File: src/hdl/maf_pkg.sv
// maf_pkg: shared types and default constants for the moving average filter
// no dependencies; used by moving_average_filter
package maf_pkg;

  // default window length and sample width
  localparam int MAF_WINDOW      = 8;
  localparam int MAF_SAMPLE_BITS = 16;

  // sequencer states
  typedef enum logic [2:0] {
    ST_IDLE,
    ST_SUB,
    ST_ADD,
    ST_ABS,
    ST_DIV,
    ST_NEG,
    ST_DONE
  } state_t;

endpackage

File: src/hdl/moving_average_filter.sv
// moving_average_filter: boxcar average over the last WINDOW samples
// depends on maf_pkg (state type, default constants)
//
//  channel | dir | tdata (low bit up)  | tuser        | tlast
//  --------+-----+---------------------+--------------+------
//  s_*     | in  | sample              | -            | -
//  m_*     | out | average             | window_full  | -
//
// Each sample runs through the sequencer steps in order: take the input transfer
// and read the ring, update the running sum (subtract the overwritten entry,
// then add the new sample), take the magnitude, run the restoring division by
// the fill count, fix the sign and load the output register. A new input
// transfer is taken only once the sequencer is back in idle; all of it runs
// through one shared adder under the sequencer.
// s_tready is high only while the sequencer is idle. A finished result sits in
// the output register while the next sample is taken in; a stalled output
// holds the sequencer in its last step. Synchronous reset clears sum, position
// and fill count; ring entries not yet written read as zero through the fill
// count, so no clearing pass is needed.
module moving_average_filter #(
  parameter int WINDOW      = maf_pkg::MAF_WINDOW,
  parameter int SAMPLE_BITS = maf_pkg::MAF_SAMPLE_BITS,
  localparam int DATA_BITS  = ((SAMPLE_BITS + 7) / 8) * 8
) (
  input  logic                 clk,
  input  logic                 rst,
  // input samples
  input  logic                 s_tvalid,
  output logic                 s_tready,
  input  logic [DATA_BITS-1:0] s_tdata,   // [SAMPLE_BITS-1:0] sample
  // averages
  output logic                 m_tvalid,
  input  logic                 m_tready,
  output logic [DATA_BITS-1:0] m_tdata,   // [SAMPLE_BITS-1:0] average
  output logic                 m_tuser    // [0] window_full
);

  localparam int SUM_BITS   = SAMPLE_BITS + $clog2(WINDOW);
  localparam int POS_BITS   = $clog2(WINDOW);
  localparam int COUNT_BITS = $clog2(WINDOW + 1);
  localparam int ITER_BITS  = $clog2(SUM_BITS);

  maf_pkg::state_t state, state_next;

  logic [SAMPLE_BITS-1:0] ring [WINDOW];
  logic [SAMPLE_BITS-1:0] rd_data;
  logic [SAMPLE_BITS-1:0] samp;

  logic [POS_BITS-1:0]    pos, pos_next;
  logic [COUNT_BITS-1:0]  fill, fill_next;
  logic [SUM_BITS-1:0]    sum, sum_next;
  logic [SUM_BITS-1:0]    quo, quo_next;
  logic [COUNT_BITS-1:0]  rem, rem_next;
  logic [ITER_BITS-1:0]   iter, iter_next;
  logic                   neg, neg_next;
  logic                   full;
  logic                   ring_we;
  logic                   out_load;

  logic [SAMPLE_BITS-1:0] avg_q;
  logic                   full_q;

  // shared adder / subtractor
  logic [SUM_BITS-1:0]    alu_a, alu_b;
  logic                   alu_sub;
  logic [SUM_BITS:0]      alu_y;
  logic [COUNT_BITS:0]    rem_shift;

  assign full     = (fill == COUNT_BITS'(WINDOW));
  assign s_tready = (state == maf_pkg::ST_IDLE);
  assign alu_y    = {1'b0, alu_a} + {1'b0, (alu_sub ? ~alu_b : alu_b)}
                    + {{SUM_BITS{1'b0}}, alu_sub};
  assign rem_shift = {rem, quo[SUM_BITS-1]};

  // sequencer and datapath next values
  always_comb begin
    state_next = state;
    pos_next   = pos;
    fill_next  = fill;
    sum_next   = sum;
    quo_next   = quo;
    rem_next   = rem;
    iter_next  = iter;
    neg_next   = neg;
    ring_we    = 1'b0;
    out_load   = 1'b0;
    alu_a      = sum;
    alu_b      = '0;
    alu_sub    = 1'b0;
    case (state)
      maf_pkg::ST_IDLE: begin
        if (s_tvalid) begin
          state_next = maf_pkg::ST_SUB;
        end
      end
      maf_pkg::ST_SUB: begin
        // remove the entry being overwritten (zero while still filling)
        alu_a      = sum;
        alu_b      = full ? SUM_BITS'($signed(rd_data)) : '0;
        alu_sub    = 1'b1;
        sum_next   = alu_y[SUM_BITS-1:0];
        state_next = maf_pkg::ST_ADD;
      end
      maf_pkg::ST_ADD: begin
        // add the new sample, store it, advance position and fill count
        alu_a      = sum;
        alu_b      = SUM_BITS'($signed(samp));
        sum_next   = alu_y[SUM_BITS-1:0];
        ring_we    = 1'b1;
        pos_next   = (pos == POS_BITS'(WINDOW - 1)) ? '0 : pos + 1'b1;
        fill_next  = full ? fill : fill + 1'b1;
        state_next = maf_pkg::ST_ABS;
      end
      maf_pkg::ST_ABS: begin
        // magnitude of the sum becomes the dividend
        alu_a      = '0;
        alu_b      = sum;
        alu_sub    = 1'b1;
        neg_next   = sum[SUM_BITS-1];
        quo_next   = sum[SUM_BITS-1] ? alu_y[SUM_BITS-1:0] : sum;
        rem_next   = '0;
        iter_next  = '0;
        state_next = maf_pkg::ST_DIV;
      end
      maf_pkg::ST_DIV: begin
        // one restoring division step per cycle
        alu_a     = SUM_BITS'(rem_shift);
        alu_b     = SUM_BITS'(fill);
        alu_sub   = 1'b1;
        rem_next  = alu_y[SUM_BITS] ? alu_y[COUNT_BITS-1:0] : rem_shift[COUNT_BITS-1:0];
        quo_next  = {quo[SUM_BITS-2:0], alu_y[SUM_BITS]};
        iter_next = iter + 1'b1;
        if (iter == ITER_BITS'(SUM_BITS - 1)) begin
          state_next = maf_pkg::ST_NEG;
        end
      end
      maf_pkg::ST_NEG: begin
        // restore the sign, truncation toward zero
        alu_a      = '0;
        alu_b      = quo;
        alu_sub    = 1'b1;
        quo_next   = neg ? alu_y[SUM_BITS-1:0] : quo;
        state_next = maf_pkg::ST_DONE;
      end
      maf_pkg::ST_DONE: begin
        if (!m_tvalid || m_tready) begin
          out_load   = 1'b1;
          state_next = maf_pkg::ST_IDLE;
        end
      end
      default: begin
        state_next = maf_pkg::ST_IDLE;
      end
    endcase
  end

  // control state
  always_ff @(posedge clk) begin
    if (rst) begin
      state    <= maf_pkg::ST_IDLE;
      pos      <= '0;
      fill     <= '0;
      sum      <= '0;
      m_tvalid <= 1'b0;
    end else begin
      state <= state_next;
      pos   <= pos_next;
      fill  <= fill_next;
      sum   <= sum_next;
      if (out_load) begin
        m_tvalid <= 1'b1;
      end else if (m_tready) begin
        m_tvalid <= 1'b0;
      end
    end
  end

  // working registers
  always_ff @(posedge clk) begin
    quo  <= quo_next;
    rem  <= rem_next;
    iter <= iter_next;
    neg  <= neg_next;
    if (s_tvalid && s_tready) begin
      samp <= s_tdata[SAMPLE_BITS-1:0];
    end
    if (out_load) begin
      avg_q  <= quo[SAMPLE_BITS-1:0];
      full_q <= full;
    end
  end

  // sample ring: read on the input transfer, written in the add step
  always_ff @(posedge clk) begin
    if (s_tvalid && s_tready) begin
      rd_data <= ring[pos];
    end
    if (ring_we) begin
      ring[pos] <= samp;
    end
  end

  assign m_tdata = DATA_BITS'(avg_q);
  assign m_tuser = full_q;

endmodule
File: config.mk
export PLATFORM = sky130hd
export DESIGN_NAME = moving_average_filter
export DESIGN_NICKNAME = d
export VERILOG_FILES = /design/src/hdl/maf_pkg.sv /design/src/hdl/moving_average_filter.sv
export SDC_FILE = /design/constraint.sdc
export NUM_CORES = 1
export LEC_CHECK = 0
export BUFFER_PORTS_ARGS = -buffer_cell sky130_fd_sc_hd__buf_2
export CAP_MARGIN = 30
export CORE_ASPECT_RATIO = 1.4
export CORE_MARGIN = 2
export CORE_UTILIZATION = 45
export DETAILED_ROUTE_END_ITERATION = 8
export PLACE_DENSITY_LB_ADDON = 0.2
export SYNTH_ARGS = -nofsm -noshare
export SYNTH_HDL_FRONTEND = slang
export SYNTH_SLANG_ARGS = --single-unit
File: constraint.sdc
create_clock -name clk -period 4.8 [get_ports clk]
set_input_delay 1.2 -clock clk [delete_from_list [all_inputs] [get_ports clk]]
set_output_delay 1.2 -clock clk [all_outputs]
set_load 0.02 [all_outputs]
==> flow_summary_export.csv, run 1 <==
group,metric,value,unit
power,leakage,4.20,nW
die,core,0.0237,sq mm
drt,wl_per_cell,22.1,um
synth,synth_area_per_cell,12.4,sq um
clocking,post-cts-setup-buffers,0,
synth,synth_nets,914,
sta,rsz0062_at_grt,"false",
power,power,4.80,mW
sta,worstMarginPinSlew,996,ps
sta,finClkSkew,17.5,ps
drt,drcViolationCount,0,
global_route,overflow,0,
worst_setup_path,crit_arrival,4540,ps
global_route,grt_start_max_net_pins,33,
synth,synth_top_family_by_area,"compound AO/OA/AOI/OAI gates",
global_route,grt_pass1_vias,7234,
drt,postRouteAntennaNets,0,
worst_setup_path,crit_type,"reg2reg",
synth,synth_area,0.0108,sq mm
drt,drtPass1Iterations,5,
synth,synth_cells,869,
sta,setup_viol,0,
die,initial_core_util,0.455,
clocking,cts_tree,"built",
power,p_per_area,392,mW/mm^2
place,gp_congestion,0.910,
synth,ys.flop_type,"edfxtp_1",
worst_setup_path,cp-end-kind,"register",
worst_setup_path,ff2ff_path_depth,14,
worst_setup_path,max_stage_delay,490,ps
place,dp_hpwl,18.4,mm
finish,layout-drive-gt1-share,0.146,
synth,synth_xor_area_frac,0.0106,
sta,min_period,4270,ps
hold_path,hp-class,"reg2reg",
power,vdd_drop_max,0.284,mV
synth,synth-edff-count,206,
clocking,clockBufferDepth,3,
finish,multi_input_area,0.00378,sq mm
worst_setup_path,r2r_start,"state[2]$_SDFFE_PP0P_",
finish,fillers,2047,
clocking,clock-sinks,236,
global_route,grt_pass1_wl,41.8,mm
sta,max_slew_margin,0.335,
clocking,insertion_delay,520,ps
clocking,cts_buffers,23,
worst_setup_path,worstPathRequired,5070,ps
synth,synth-seq-cells,236,
clocking,clk_pin_slew,60,ps
finish,syn2layout_area_growth,13.5,%
synth,seq_area_frac_synth,0.629,
sta,fmax,234,MHz
synth,synth_compound_area_frac,0.179,
global_route,antenna_found_initial,0,
drt,drt-total-wl,27.4,mm
worst_setup_path,r2r-end,"quo[18]$_DFFE_PP_",
worst_setup_path,timing.critical_path.fanout_max,19,
drt,vias_per_cell,6.04,
worst_setup_path,cp_cell_sequence,"buf_4 -> clkinv_1 -> nor2_1 -> buf_4 -> a21oi_1 -> a32o_1 -> ha_1 -> a21oi_2 -> o22ai_1 -> or3_1 -> o221ai_2 -> a211oi_2 -> or4_1 -> a32o_1",
clocking,cts_root_buf,"clkbuf_16",
finish,nets,962,
worst_setup_path,r2r_slack,530,ps
worst_setup_path,start_kind,"register",
synth,synthMuxAreaShare,0.0123,
synth,synth-async-reset-ratio,0,
die,die_h,187,um
synth,ys_warn_count,0,
hold_path,hold_end,"sum[10]$_SDFFE_PP0P_",
die,rows,67,
sta,slew_viol_final,0,
sta,finalCritPeriodShare,0.890,
drt,vias,7499,
die,die-width,135,um
sta,hold_violations,0,
synth,synth-simple-area-share,0.114,
worst_setup_path,cp_slowest_cell,"or4_1",
sta,tns,0,ps
drt,first_iter_violations,753,
die,io_pins,39,
finish,diodes,0,
clocking,postCtsHoldBufs,0,
hold_path,hp-start,"sum[10]$_SDFFE_PP0P_",
worst_setup_path,cp.buffers_inverters,3,
global_route,grt.total_usage,0.216,
clocking,cts_resized,0,
outcome,status,"completed",
finish,ff_latch_area,0.00679,sq mm
synth,yosys.cell_types.count,71,
hold_path,whs_path_depth,2,
synth,synthAdderAreaFrac,0.0297,
job,cap_violations,0,
worst_setup_path,worst_path_dominant_cell_family,"compound AO/OA/AOI/OAI gates",
die,dieArea,0.0252,sq mm
clocking,htreeDepth,1,
place,numPortBuffers,38,
[synth_stat cells (6+ instances only)]
| library cell | count | area [sq um] |
|---|---|---|
| a21o_1 | 10 | 75.1 |
| nand3_1 | 27 | 135 |
| a211oi_1 | 9 | 67.6 |
| a32o_1 | 11 | 110 |
| o211ai_1 | 9 | 67.6 |
| ha_1 | 24 | 300 |
| nand2b_1 | 6 | 37.5 |
| a21oi_1 | 65 | 325 |
| o31ai_1 | 7 | 52.6 |
| nor2b_1 | 11 | 68.8 |
| nor3_1 | 17 | 85.1 |
| xnor2_1 | 8 | 70.1 |
| a22o_1 | 10 | 87.6 |
| nand2_1 | 70 | 263 |
| o21ai_0 | 32 | 160 |
| a22oi_1 | 72 | 541 |
| edfxtp_1 | 206 | 6190 |
| and2_1 | 14 | 87.6 |
| and3_1 | 13 | 81.3 |
| a31oi_1 | 7 | 43.8 |
| nand4_1 | 20 | 125 |
| clkbuf_1 | 41 | 154 |
| or3_1 | 6 | 37.5 |
| nor2_1 | 43 | 161 |
| inv_1 | 19 | 71.3 |
| dfxtp_1 | 30 | 601 |
| mux2i_1 | 11 | 110 |
[flip-flops by register name, indices dropped and copies added (netlist names)]
signal and flops:
ring 128, quo 19, sum 19, m_tdata 16
rd_data 16, samp 16, iter 5, fill 4
rem 4, pos 3, state 3, m_tuser 1
m_tvalid 1, neg 1
[layout by cell type, fill, tap and decap left out, types with 8 or more instances in the layout]
| cell type | Yosys | layout |
|---|---|---|
| edfxtp_1 | 206 | 206 |
| a22oi_1 | 72 | 72 |
| nand2_1 | 70 | 70 |
| a21oi_1 | 65 | 64 |
| nor2_1 | 43 | 40 |
| buf_2 | 3 | 38 |
| o21ai_0 | 32 | 32 |
| dfxtp_1 | 30 | 30 |
| nand3_1 | 27 | 27 |
| buf_4 | 0 | 27 |
| ha_1 | 24 | 24 |
| clkbuf_16 | 0 | 23 |
| nand4_1 | 20 | 20 |
| inv_1 | 19 | 19 |
| and2_1 | 14 | 13 |
| nor3_1 | 17 | 13 |
| and3_1 | 13 | 13 |
| a32o_1 | 11 | 11 |
| mux2i_1 | 11 | 11 |
| a21o_1 | 10 | 10 |
| a22o_1 | 10 | 10 |
| nor2b_1 | 11 | 10 |
| o211ai_1 | 9 | 9 |
| a211oi_1 | 9 | 9 |
| xnor2_1 | 8 | 8 |
[cells by family after synthesis]
family,after synthesis
DFF,236
xor gates and xnor gates,13
buffers and inverters,68
adders and majority gates,25
AOI/OAI and AO/OA,272
muxes,13
and+or+nand+nor,242
[tightest hold or removal path, cell delays in order (launching register included)]
cell and delay (ps):
dfxtp_1 330, nand2_1 60, a21oi_1 50
[area by class of cell]
type,count,area share
inverters,20,0.00613
repair buffers,71,0.0405
clock inverters,15,0.0110
flip-flops and latches,236,0.554
multi-input cells,565,0.309
clock buffers,25,0.0476
well taps,310,0.0317
[report_power, final]
group          internal [mW]  switching [mW]  leakage [nW]
registers               2.33          0.0828          2.12
logic                  0.238           0.397          1.73
clock network          0.987           0.768         0.347
[through the flow]
stage | setup slack (ps) | hold WS, ps | utilization | instance area (sq um) | instances
floorplan | 853 | 442 | - | 10800 | 869
global placement | 738 | 478 | 0.481 | 11400 | 1196
detailed placement | 625 | 478 | 0.485 | 11500 | 1201
CTS | 605 | 487 | 0.515 | 12200 | 1241
global route | 280 | 517 | 0.516 | 12200 | 1242
finish | 526 | 491 | 0.516 | 12200 | 1242
[how the worst max path moves through the flow]
stage	from	end	slack (ps)	cells past startpoint
floorplan	fill[0]$_SDFFE_PP0P_	quo[18]$_DFFE_PP_	850	15
global placement	state[2]$_SDFFE_PP0P_	quo[18]$_DFFE_PP_	740	14
detailed placement	state[2]$_SDFFE_PP0P_	quo[18]$_DFFE_PP_	620	14
CTS	state[2]$_SDFFE_PP0P_	quo[18]$_DFFE_PP_	600	14
global route	state[2]$_SDFFE_PP0P_	quo[18]$_DFFE_PP_	280	14
finish	state[2]$_SDFFE_PP0P_	quo[18]$_DFFE_PP_	530	14
[metal layers]
layer  up-vias  global-route usage  wire length [um]
met1      3728               0.268             11200
met5         -                   0                 0
met3        66              0.0279              1330
met2       214               0.376             13900
met4         0              0.0891               965
li1       3491                   -                 -
Power figures use the tool's default switching activity.
==> inputs of run 2 (changes only) <==
--- a/config.mk
+++ b/config.mk
@@ -12,2 +12,3 @@
 export CORE_UTILIZATION = 45
+export CTS_BUF_LIST = sky130_fd_sc_hd__clkbuf_16
 export DETAILED_ROUTE_END_ITERATION = 8
==> constraint.sdc (replaced) <==
create_clock -name clk -period 4.8 [get_ports clk]
set_input_delay 0.48 -clock clk [delete_from_list [all_inputs] [get_ports clk]]
set_output_delay 0.48 -clock clk [all_outputs]
set_load 0.02 [all_outputs]
==> run 2 against run 1 <==
Net effect: die area unchanged; worst hold slack lost 360 ps; wire length barely moved; via count about the same; largest cell class unchanged; non-clock buffer count is the same; sequential share of layout area did not move; core utilization unchanged; clock power about the same; first-iteration DRC count rose by 3.2%; total power barely moved; critical path depth stayed put; largest power group unchanged; critical endpoint unchanged.
==> flow_summary_export.csv, run 2 (synthesis gave the netlist of run 1 again) <==
group,metric,value,unit
worst_setup_path,timing.critical_path.fanout_max,19,
sta,min_period,4280,ps
global_route,grt_start_max_net_pins,33,
worst_setup_path,r2r_slack,520,ps
drt,vias_per_cell,6.03,
clocking,cts_tree,"built",
worst_setup_path,r2r-end,"quo[18]$_DFFE_PP_",
power,pwr-share-clk,0.365,
worst_setup_path,cp_slowest_cell,"or4_1",
sta,rsz0062_at_grt,"false",
drt,first_iter_violations,777,
finish,layout_common_cells,"edfxtp_1, a22oi_1, nand2_1",
power,p_switching,1.25,mW
drt,drtPass1Iterations,5,
global_route,grt.total_usage,0.216,
finish,ff_latch_area,0.00679,sq mm
clocking,cts_root_buf,"clkbuf_16",
drt,wl_per_cell,22.0,um
place,pre_cts_slack,625,ps
finish,fillers,2047,
finish,registers.top_by_ff_count,"ring",
finish,nets,962,
drt,drt-total-wl,27.4,mm
power,combPwrFrac,0.132,
worst_setup_path,cp.buffers_inverters,3,
die,die-width,135,um
sta,finalCritPeriodShare,0.891,
clocking,clockBufferDepth,3,
outcome,status,"completed",
sta,slew_viol_final,0,
worst_setup_path,ff2ff_path_depth,14,
sta,fmax,234,MHz
place,numPortBuffers,38,
clocking,cts_resized,0,
finish,diodes,0,
finish,top_regs,"ring (128), quo (19), sum (19)",
clocking,postCtsHoldBufs,0,
drt,postRouteAntennaNets,0,
clocking,htreeDepth,1,
global_route,antenna_found_initial,0,
hold_path,hp-start,"s_tdata[0]",
worst_setup_path,cp-end-kind,"register",
finish,syn2layout_area_growth,13.5,%
job,cap_violations,0,
worst_setup_path,r2r_start,"state[2]$_SDFFE_PP0P_",
worst_setup_path,cp_cell_sequence,"buf_4 -> clkinv_1 -> nor2_1 -> buf_4 -> a21oi_1 -> a32o_1 -> ha_1 -> a21oi_2 -> o22ai_1 -> or3_1 -> o221ai_2 -> a211oi_2 -> or4_1 -> a32o_1",
power,pwr-share-seq,0.502,
place,gp_congestion,0.910,
power,p_sw_frac,0.260,
clocking,cts_buffers,23,
global_route,grt_pass1_wl,41.8,mm
place,dp_hpwl,18.4,mm
sta,max_slew_margin,0.343,
finish,layout-drive-gt1-share,0.146,
worst_setup_path,crit_type,"reg2reg",
drt,vias,7493,
sta,worstMarginPinSlew,985,ps
finish,multi_input_area,0.00378,sq mm
hold_path,hold_end,"samp[0]$_DFFE_PP_",
die,dieArea,0.0252,sq mm
power,leakage,4.21,nW
worst_setup_path,crit_arrival,4550,ps
worst_setup_path,max_stage_delay,490,ps
sta,setup_viol,0,
hold_path,hp-class,"in2reg",
die,core,0.0237,sq mm
clocking,clock-sinks,236,
worst_setup_path,worstPathRequired,5070,ps
worst_setup_path,worst_path_dominant_cell_family,"compound AO/OA/AOI/OAI gates",
die,rows,67,
power,p_int,3.55,mW
power,vdd_drop_max,0.284,mV
die,die_h,187,um
finish,largest_register_ff_count,128,
global_route,overflow,0,
sta,tns,0,ps
sta,finClkSkew,17.4,ps
clocking,post-cts-setup-buffers,0,
clocking,clk_pin_slew,70,ps
global_route,grt_pass1_vias,7234,
worst_setup_path,start_kind,"register",
drt,drcViolationCount,0,
die,io_pins,39,
clocking,insertion_delay,520,ps
finish,final_common_cell,"edfxtp_1",
die,initial_core_util,0.455,
sta,layout_setup_ws,521,ps
sta,hold_violations,0,
power,p_per_area,392,mW/mm^2
hold_path,whs_path_depth,1,
## run 2: cell types whose count changed in the layout (fill, tap and decap cells not counted), sizes merged
| cell | previous run | this run |
|---|---|---|
| clkbuf | 25 | 23 |
| inv | 21 | 23 |
## run 2: metrics by stage
stage          hold slack, ps  instance area, sq um  utilization  total power, mW  instances
2_1_floorplan             442                 10800            -             2.87        869
3_3_place_gp              478                 11400        0.481             3.06       1196
3_5_place_dp              478                 11500        0.485             3.08       1201
4_1_cts                   118                 12200        0.515             4.82       1241
5_1_grt                   124                 12200        0.516             4.97       1242
6_report                  130                 12200        0.516             4.80       1242
## run 2: power groups by stage
stage	Combinational (mW)	Clock (mW)	Sequential [mW]
2_1_floorplan	0.464	0	2.41
5_1_grt	0.700	1.85	2.42
3_5_place_dp	0.627	0	2.45
6_report	0.635	1.75	2.41
3_3_place_gp	0.614	0	2.45
4_1_cts	0.629	1.78	2.41
## run 2: worst reg2reg max path: stages, from the launching register on
cell,delay [ps]
dfxtp_1,450
buf_4,270
clkinv_1,260
nor2_1,150
buf_4,200
a21oi_1,90
a32o_1,260
ha_1,440
a21oi_2,220
o22ai_1,120
or3_1,330
o221ai_2,330
a211oi_2,170
or4_1,490
a32o_1,270
## run 2: cell type report
type                       count  area share
tap                          310      0.0317
clock buffer                  23      0.0470
sequential                   236       0.554
timing repair buffer          71      0.0405
multi-input combinational    565       0.309
inverter                      20     0.00613
clock inverter                17      0.0117
## run 2: worst max-delay path by stage
stage / start / endpoint / slack (ps) / cells after the start
3_5_place_dp: state[2]$_SDFFE_PP0P_ / quo[18]$_DFFE_PP_ / 620 / 14
6_report: state[2]$_SDFFE_PP0P_ / quo[18]$_DFFE_PP_ / 520 / 14
4_1_cts: state[2]$_SDFFE_PP0P_ / quo[18]$_DFFE_PP_ / 600 / 14
3_3_place_gp: state[2]$_SDFFE_PP0P_ / quo[18]$_DFFE_PP_ / 740 / 14
5_1_grt: state[2]$_SDFFE_PP0P_ / quo[18]$_DFFE_PP_ / 280 / 14
2_1_floorplan: fill[0]$_SDFFE_PP0P_ / quo[18]$_DFFE_PP_ / 850 / 15
## run 2: layer usage
| metal | vias up | wire length (um) | share of wire | track usage |
|---|---|---|---|---|
| li1 | 3493 | - | - | - |
| met1 | 3714 | 11200 | 0.41 | 0.268 |
| met2 | 220 | 13900 | 0.51 | 0.376 |
| met3 | 66 | 1340 | 0.049 | 0.0279 |
| met4 | 0 | 973 | 0.036 | 0.0891 |
| met5 | - | 0 | 0 | 0 |
